**config.mk**
```make
export PLATFORM = sky130hd
export DESIGN_NAME = ckit_ctrl
export DESIGN_NICKNAME = d
export VERILOG_FILES = /design/src/rtl/core/ckit_pkg.sv /design/src/rtl/core/ckit_ctrl.sv
export SDC_FILE = /design/constraint.sdc
export NUM_CORES = 1
export LEC_CHECK = 0
export BUFFER_PORTS_ARGS = -buffer_cell sky130_fd_sc_hd__buf_2
export CAP_MARGIN = 40
export CORE_MARGIN = 2
export CORE_UTILIZATION = 30
export DETAILED_ROUTE_END_ITERATION = 10
export PLACE_DENSITY_LB_ADDON = 0.3
export SYNTH_ARGS = -nofsm -noshare
export SYNTH_HDL_FRONTEND = slang
export SYNTH_SLANG_ARGS = --single-unit
```
**constraint.sdc**
```tcl
create_clock -name clk -period 4.85 [get_ports clk]
set_input_delay 0.2425 -clock clk [delete_from_list [all_inputs] [get_ports clk]]
set_output_delay 0.2425 -clock clk [all_outputs]
set_load 0.01 [all_outputs]
```
**src/rtl/core/ckit_pkg.sv**
```systemverilog
// shared types and codes for the coordinate keyed index table
// no dependencies
package ckit_pkg;

  localparam int CAPACITY_DEF = 256;

  localparam logic OP_LOOKUP = 1'b0;
  localparam logic OP_INSERT = 1'b1;

  typedef enum logic [1:0] {
    STAT_LOOKUP = 2'd0,
    STAT_UPDATE = 2'd1,
    STAT_APPEND = 2'd2,
    STAT_FULL   = 2'd3
  } status_t;

  typedef enum logic [1:0] {
    ST_IDLE,
    ST_SCAN,
    ST_DONE
  } state_t;

  typedef struct packed {
    logic [15:0] column;
    logic [15:0] row_key;
    logic [31:0] value;
  } entry_t;

  typedef struct packed {
    logic        hit;
    logic [31:0] value_out;
    status_t     status;
  } result_t;

  typedef struct packed {
    logic rd_en;
    logic wr_en;
  } mem_ctl_t;

endpackage

```
**src/rtl/core/ckit_ctrl.sv**
```systemverilog
// search sequencer: scans stored entries, then updates or appends
// depends on ckit_pkg, drives ckit_mem
module ckit_ctrl #(
  parameter int CAPACITY = ckit_pkg::CAPACITY_DEF
) (
  input  logic                         clk,
  input  logic                         rst_n,
  input  logic                         in_fire,
  input  logic                         in_opcode,
  input  logic [15:0]                  in_column,
  input  logic [15:0]                  in_row_key,
  input  logic [31:0]                  in_value_in,
  output logic                         in_ready,
  output ckit_pkg::mem_ctl_t           mem_ctl,
  output logic [$clog2(CAPACITY)-1:0]  rd_addr,
  output logic [$clog2(CAPACITY)-1:0]  wr_addr,
  output ckit_pkg::entry_t             wr_data,
  input  ckit_pkg::entry_t             rd_data,
  output logic                         res_valid,
  input  logic                         res_ready,
  output ckit_pkg::result_t            res
);
  import ckit_pkg::*;

  localparam int IDX_W = $clog2(CAPACITY);
  localparam int CNT_W = $clog2(CAPACITY + 1);

  state_t             state_r, state_nxt;
  logic               op_r;
  logic [15:0]        col_r;
  logic [15:0]        row_r;
  logic [31:0]        val_r;
  logic [CNT_W-1:0]   rd_idx_r;
  logic               cmp_vld_r;
  logic [IDX_W-1:0]   cmp_idx_r;
  logic               found_r;
  logic [IDX_W-1:0]   pos_r;
  logic [31:0]        fval_r;
  logic [CNT_W-1:0]   count_r;

  logic issue;
  logic key_match;
  logic scan_miss;
  logic full;
  logic done_fire;
  logic do_write;

  assign key_match = cmp_vld_r && (rd_data.column == col_r) && (rd_data.row_key == row_r);
  assign full      = (count_r == CNT_W'(CAPACITY));
  // every entry issued and the last compare (if any) missed
  assign scan_miss = (rd_idx_r == count_r) && !key_match;
  assign done_fire = (state_r == ST_DONE) && res_ready;
  assign do_write  = done_fire && (op_r == OP_INSERT) && (found_r || !full);

  // next state
  always_comb begin
    state_nxt = state_r;
    unique case (state_r)
      ST_IDLE: begin
        if (in_fire) state_nxt = ST_SCAN;
      end
      ST_SCAN: begin
        if (key_match || scan_miss) state_nxt = ST_DONE;
      end
      ST_DONE: begin
        if (res_ready) state_nxt = ST_IDLE;
      end
      default: state_nxt = ST_IDLE;
    endcase
  end

  // outputs
  always_comb begin
    in_ready      = 1'b0;
    issue         = 1'b0;
    res_valid     = 1'b0;
    unique case (state_r)
      ST_IDLE: in_ready = 1'b1;
      ST_SCAN: issue = (rd_idx_r < count_r) && !key_match;
      ST_DONE: res_valid = 1'b1;
      default: ;
    endcase
    mem_ctl.rd_en = issue;
    mem_ctl.wr_en = do_write;
    rd_addr       = rd_idx_r[IDX_W-1:0];
    wr_addr       = found_r ? pos_r : count_r[IDX_W-1:0];
    wr_data       = '{column: col_r, row_key: row_r, value: val_r};

    res.hit       = found_r;
    res.value_out = (op_r == OP_LOOKUP && found_r) ? fval_r : 32'd0;
    if (op_r == OP_LOOKUP) begin
      res.status = STAT_LOOKUP;
    end else if (found_r) begin
      res.status = STAT_UPDATE;
    end else if (!full) begin
      res.status = STAT_APPEND;
    end else begin
      res.status = STAT_FULL;
    end
  end

  // control state
  always_ff @(posedge clk) begin
    if (!rst_n) begin
      state_r   <= ST_IDLE;
      count_r   <= '0;
      cmp_vld_r <= 1'b0;
    end else begin
      state_r   <= state_nxt;
      cmp_vld_r <= issue;
      if (do_write && !found_r) count_r <= count_r + CNT_W'(1);
    end
  end

  // item and search payload
  always_ff @(posedge clk) begin
    if (in_fire) begin
      op_r     <= in_opcode;
      col_r    <= in_column;
      row_r    <= in_row_key;
      val_r    <= in_value_in;
      rd_idx_r <= '0;
      found_r  <= 1'b0;
    end else begin
      if (issue) rd_idx_r <= rd_idx_r + CNT_W'(1);
      if (state_r == ST_SCAN && key_match) begin
        found_r <= 1'b1;
        pos_r   <= cmp_idx_r;
        fval_r  <= rd_data.value;
      end
    end
    if (issue) cmp_idx_r <= rd_idx_r[IDX_W-1:0];
  end

endmodule

```
==> qor.txt, run 1 <==
area of the multi-input gates = 1536 um2
Hold Path Class = input port to flop
starting density of the core = 30.71%
maximum vdd drop = 0.2403 mV
DP HPWL = 11270 um
Async SR Flop Fraction = 0%
first-pass GRT wire length = 24190 um
R2R Path End = cmp_idx_r[3]$_DFFE_PP_
achievable clock frequency = 0.3052 GHz
placed instance count = 850
post-synthesis net count = 531
Req. time, crit path = 4610 ps
Final Hold Viols = 0
Port Buffer Count = 251
fin cells = 974
clk slew on worst S/H paths = 60 ps
total number of vias = 4316
post-CTS sizing = 0
unrepaired setup endpoints after global routing = no
Critical Path AT = 3030 ps
# fillers = 1633
antenna-violating nets left = 0
Stages on worst setup path = 8
storage element area = 3834 um2
Crit-path slowest cell = nor2_1
met3 usage in global routing = 5.781%
DRC viols = 0
hold buffers post-CTS = 92
initial drt markers = 150
number of core rows = 49
most common flop cell mapped by yosys = edfxtp_1
Buf/Inv on CP = 2
Ys Warns = 0
CP Launch Type = flop
Setup Buffers After CTS = 0
core area = 18020 um2
GRT Residual Overflow = 0
crit-path leading delay family = simple AND/OR/NAND/NOR gates
Avg Cell Area, Syn = 14.34 um2
CTS tree = yes
setup TNS = 0 ps
number of global-route vias before repair = 4643
status = finished, final reports clean
setup violators final = 0
leak pwr = 3.573 nW
hold path cells = 1
Hold WS = 22.07 ps
crit share post-route = 67.56%
Inserted Diodes = 0
Hold Path Sink = fval_r[7]$_DFFE_PP_
min-delay src = rd_data[7]
TritonCTS Buffers = 17
Worst R2R Setup Slack = 2120 ps
FF+latch count, synth = 135
drt total wl = 15530 um
Total GRT Usage = 16.08%
gpl congestion = 0.8586
Least-Margin Pin Slew = 720.6 ps
Net count, final = 877
worst-path cell chain = inv_1 -> ha_1 -> a21o_1 -> a21o_1 -> a2111oi_4 -> nand2_2 -> nor2_1 -> buf_2
clock latency on the worst-skew pair = 410 ps
Final Slew Violations = 0
M2 GR Usage = 29.11%
layout cells sized above 1 = 39.19%
initial antenna violation count = 0
shortest period the worst path allows = 3277 ps
GR peak layer = met2
Crit. End Element = primary output
H-tree levels = 4
r2r startpoint = count_r[6]$_SDFFE_PN0P_
routed wire length per instance = 15.94 um
largest net degree at the start of global routing = 57
met1 usage = 17.05%
clk sinks = 135
Pwr Density = 334.2 nW/um2
post-synth cell types = 41
Total Power = 0.002855 W
area added between synthesis and finish = 54.34%
Gate Count Post-Synth = 386
Die W = 139.8 um
vias per cell = 4.431
Mapped Area = 5535 um2
R2R cell count = 7
sequential element share of the synthesized area = 69.26%
CP dominant cell by count = a21o_1
CP Max Fanout = 13
Worst Setup Path Type = flop to primary output
max capacitance violation total = 0
Root Driver = clkbuf_16
Die ar. = 19550 um2
First-pass DRT Iterations = 4
die height = 139.8 um
I/O Pins = 252
EDFF count, synth = 113
max_slew headroom = 51.29%
Final Skew = 9.142 ps
Max clock buf depth = 2
max incr delay on CP = 620 ps
critical path startpoint = count_r[6]$_SDFFE_PN0P_
==> area by class of cell <==
cell class | instances | area share (%)
Sequential cell | 135 | 44.87
Timing Repair Buffer | 348 | 26.42
Multi-Input combinational cell | 217 | 17.98
Clock buffer | 18 | 5.023
Tap cell | 229 | 3.354
Clock inverter | 14 | 1.772
Inverter | 13 | 0.5712
==> kinds of logic (layout without fill, tap and decap cells) <==
group | count (synthesis) | after routing | synth area share [%]
AOI/OAI and AO/OA | 37 | 37 | 4.702
xor gates and xnor gates | 40 | 40 | 6.329
adders and majority gates | 12 | 12 | 2.712
buffers and inverters | 34 | 393 | 3.233
DFF | 135 | 135 | 69.26
muxes | 1 | 1 | 0.2034
and+or+nand+nor | 127 | 127 | 13.56
==> cell usage after synthesis (2+ instances only) <==
cell | n | area [um2]
a21o_1 | 2 | 15.01
a21oi_1 | 12 | 60.06
and2_1 | 42 | 262.8
and3_1 | 4 | 25.02
and4_1 | 3 | 26.28
buf_2 | 2 | 10.01
buf_4 | 11 | 82.58
clkbuf_1 | 7 | 26.28
dfxtp_1 | 22 | 440.4
edfxtp_1 | 113 | 3393
ha_1 | 12 | 150.1
inv_1 | 13 | 48.80
nand2_1 | 16 | 60.06
nand3_1 | 9 | 45.04
nand4_1 | 5 | 31.28
nand4b_1 | 2 | 17.52
nor2_1 | 7 | 26.28
nor2b_1 | 8 | 50.05
nor3_1 | 4 | 20.02
nor4_1 | 13 | 81.33
nor4b_1 | 3 | 26.28
o21ai_0 | 9 | 45.04
o21ai_1 | 3 | 15.01
o31ai_1 | 4 | 30.03
or3_1 | 3 | 18.77
or4_1 | 4 | 30.03
xnor2_1 | 13 | 113.9
xor2_1 | 27 | 236.5
==> registers in the layout, summed over array words and instances (netlist names) <==
signal / cells
fval_r: 32
cmp_vld_r: 1
op_r: 1
rd_idx_r: 9
col_r: 16
state_r: 2
row_r: 16
count_r: 9
pos_r: 8
cmp_idx_r: 8
found_r: 1
val_r: 32
==> power breakdown <==
group	leakage, nW	internal [W]	switching (W)	total (W)
registers	1.25	0.00131	0.0000242	0.00133
logic	2.05	0.000141	0.000118	0.000259
clock network	0.271	0.000761	0.000505	0.00127
==> per-layer routing <==
layer	vias to the layer above	part of all wire (%)
met5	-	0
met4	0	3.0
met3	22	8.0
li1	2097	-
met1	2011	38
met2	186	51
==> worst max path at each step <==
stage	end
5_1_grt	mem_ctl[1]
4_1_cts	mem_ctl[1]
2_1_floorplan	fval_r[0]$_DFFE_PP_
3_5_place_dp	mem_ctl[1]
6_report	mem_ctl[1]
3_3_place_gp	fval_r[10]$_DFFE_PP_
==> cell usage in the layout (no fill, tap or decap), types with 4 or more instances in the layout <==
cell,count
nor2b_1,8
o31ai_1,4
nor2_1,6
buf_4,4
nand4_1,5
nor4_1,12
inv_1,13
nand2_1,16
dlygate4sd3_1,92
xnor2_1,13
o21ai_0,9
and2_1,42
dfxtp_1,22
edfxtp_1,113
ha_1,12
xor2_1,27
nand3_1,9
or4_1,4
buf_2,250
nor3_1,4
and3_1,4
clkinvlp_4,4
clkbuf_16,17
a21oi_1,12
==> per-stage QoR <==
stage               utilization [%]  instance area [um2]  setup WS (ps)
floorplan                         -                 5535           1367
global placement              38.76                 6987           1920
detailed placement            39.07                 7042           1954
CTS                           47.40                 8543           1491
global route                  47.40                 8543           1348
finish                        47.40                 8543           1573
(Power assumes the default switching activity.)
==> inputs of run 2 (changes only) <==
- ABC_AREA: default -> 1
- clock period: 4.85 -> 2.78 ns (I/O delays scaled with it)
==> qor.txt, run 2 <==
status = finished, final reports clean
Gate Count Post-Synth = 595
CP Max Fanout = 11
leak pwr = 4.335 nW
post-synthesis net count = 740
placed instance count = 1104
total number of vias = 5250
antenna-violating nets left = 0
Avg Cell Area, Syn = 10.21 um2
post-synth cell types = 34
vias per cell = 4.254
core area = 20040 um2
setup violators final = 0
r2r startpoint = rd_idx_r[6]$_SDFFE_PP0P_
Net count, final = 1096
FF+latch count, synth = 135
TritonCTS Buffers = 17
largest net degree at the start of global routing = 56
First-pass DRT Iterations = 6
most instantiated cells after synthesis = 118 x inv_1, 113 x edfxtp_1, 109 x nand2_1, 71 x nor2_1, 23 x nand3_1
number of global-route vias before repair = 5265
commonest non-fill, non-tap cells in the layout = 250 x buf_2, 117 x inv_1, 113 x edfxtp_1
max capacitance violation total = 0
post-synthesis cell type with the largest combined area = edfxtp_1
Crit. End Element = primary output
number of core rows = 52
clk sinks = 135
Place WS = 581.1 ps
Worst Setup Path Type = flop to primary output
Die W = 146.3 um
Port Buffer Count = 251
CP Launch Type = flop
drt total wl = 17740 um
H-tree levels = 4
maximum vdd drop = 0.4048 mV
Final Skew = 11.68 ps
WL met3 = 1520 um
EDFF count, synth = 113
Inserted Diodes = 0
Req. time, crit path = 2640 ps
shortest period the worst path allows = 2558 ps
sequential element share of the synthesized area = 63.12%
area share of the largest cell type after synthesis = 55.87%
I/O Pins = 252
Total GRT Usage = 16.46%
Max clock buf depth = 2
DP HPWL = 12750 um
Total Power = 0.005117 W
unrepaired setup endpoints after global routing = no
worst setup path end = mem_ctl[1]
Regs by FF count = fval_r (32), val_r (32)
Least-Margin Pin Slew = 788.2 ps
die height = 146.3 um
fin cells = 1234
Final WS setup = 222.1 ps
Critical Path AT = 2420 ps
top cells by area, synth = edfxtp_1 56%, inv_1 7.3%, dfxtp_1 7.3%
Final Hold Viols = 0
Worst R2R Setup Slack = 660 ps
R2R Path End = cmp_idx_r[1]$_DFFE_PP_
critical path startpoint = count_r[6]$_SDFFE_PN0P_
layout cells sized above 1 = 32.16%
routed wire length per instance = 14.37 um
achievable clock frequency = 0.3909 GHz
initial antenna violation count = 0
starting density of the core = 30.31%
commonest non-fill, non-tap cell in the layout = buf_2
clk slew on worst S/H paths = 60 ps
Hold Path Class = input port to flop
Async SR Flop Fraction = 0%
max_slew headroom = 47.46%
Ys Warns = 0
R2R cell count = 8
area added between synthesis and finish = 51.32%
Mapped Area = 6073 um2
clock latency on the worst-skew pair = 430 ps
Die ar. = 21400 um2
Met2 Wirelength = 8467 um
M1 WL = 7429 um
Pwr Density = 556.8 nW/um2
most common flop cell mapped by yosys = edfxtp_1
GRT Residual Overflow = 0
Root Driver = clkbuf_16
setup TNS = 0 ps
DRC viols = 0
Top Metal Used = met4
gpl congestion = 0.8050
most frequent cell after synthesis = inv_1
Setup Buffers After CTS = 0
crit share post-route = 92.01%
initial drt markers = 192
Final Slew Violations = 0
CTS tree = yes
first-pass GRT wire length = 27130 um
run 2: cell types whose count changed after synthesis, sizes merged, moves of 15 or more:
| cell | delta |
|---|---|
| nand2 | +100 |
| and2 | -42 |
| nor2 | +67 |
| inv | +105 |
| nand3 | +15 |
| xor2 | -20 |
run 2: logic make-up (layout without fill, tap and decap cells):
group	count (synthesis)	count (layout)	share of synthesized area, %
DFF	135	135	63.12
adders and majority gates	12	12	2.472
and+or+nand+nor	243	243	17.31
xor gates and xnor gates	17	17	2.452
buffers and inverters	137	506	9.312
AOI/OAI and AO/OA	51	51	5.336
run 2: final cells by class:
cell class	count	area, um2
Fill cell	1872	10850
Tap cell	270	337.8
Timing Repair Buffer	356	2305
Inverter	118	446.7
Multi-Input combinational cell	323	1685
Clock buffer	19	432.9
Clock inverter	13	148.9
Sequential cell	135	3834
run 2: critical path: stages (launching register included):
cell	delay [ps]
dfxtp_1	400
inv_1	100
ha_1	310
nand2_1	60
nor2_1	240
o21ai_1	110
nand4_1	130
a31oi_4	90
nand2_2	140
clkinvlp_4	220
buf_2	210
run 2: repair_timing:
action,CTS,global route
setup endpoints to repair,0,1
endpoints found under the hold margin,101,0
gates resized for setup,0,1
hold buffers,98,0
run 2: report_power, final:
| group | internal (W) | switching [W] |
|---|---|---|
| Clock | 0.00133 | 0.000897 |
| Sequential | 0.00228 | 0.0000471 |
| Combinational | 0.000275 | 0.000283 |
| Total | 0.00389 | 0.00123 |
run 2: how the worst min path moves through the flow:
stage / start / endpoint / slack [ps] / cells after the start
after floorplan: rst_n / state_r[0]$_SDFFE_PN0P_ / 240 / 2
after global placement: rd_data[14] / fval_r[14]$_DFFE_PP_ / 320 / 1
after detailed placement: in_value_in[18] / val_r[18]$_DFFE_PP_ / 320 / 1
after CTS: res_ready / state_r[1]$_SDFFE_PN0P_ / 10 / 4
after global routing: res_ready / state_r[1]$_SDFFE_PN0P_ / 40 / 4
final: res_ready / state_r[1]$_SDFFE_PN0P_ / 30 / 4
run 2: metrics by stage:
step	area, um2	utilization [%]	hold slack (ps)
6_report	9190	45.86	26.46
5_1_grt	9190	45.86	43.00
4_1_cts	9186	45.84	11.32
3_5_place_dp	7624	38.04	317.1
3_3_place_gp	7624	38.04	315.5
2_1_floorplan	6085	-	236.6
run 2: per-layer routing:
layer / GRT usage [%] / vias up
li1: - / 2638
met1: 19.26 / 2361
met2: 28.14 / 231
met3: 5.531 / 20
met4: 6.165 / 0
met5: 0 / -
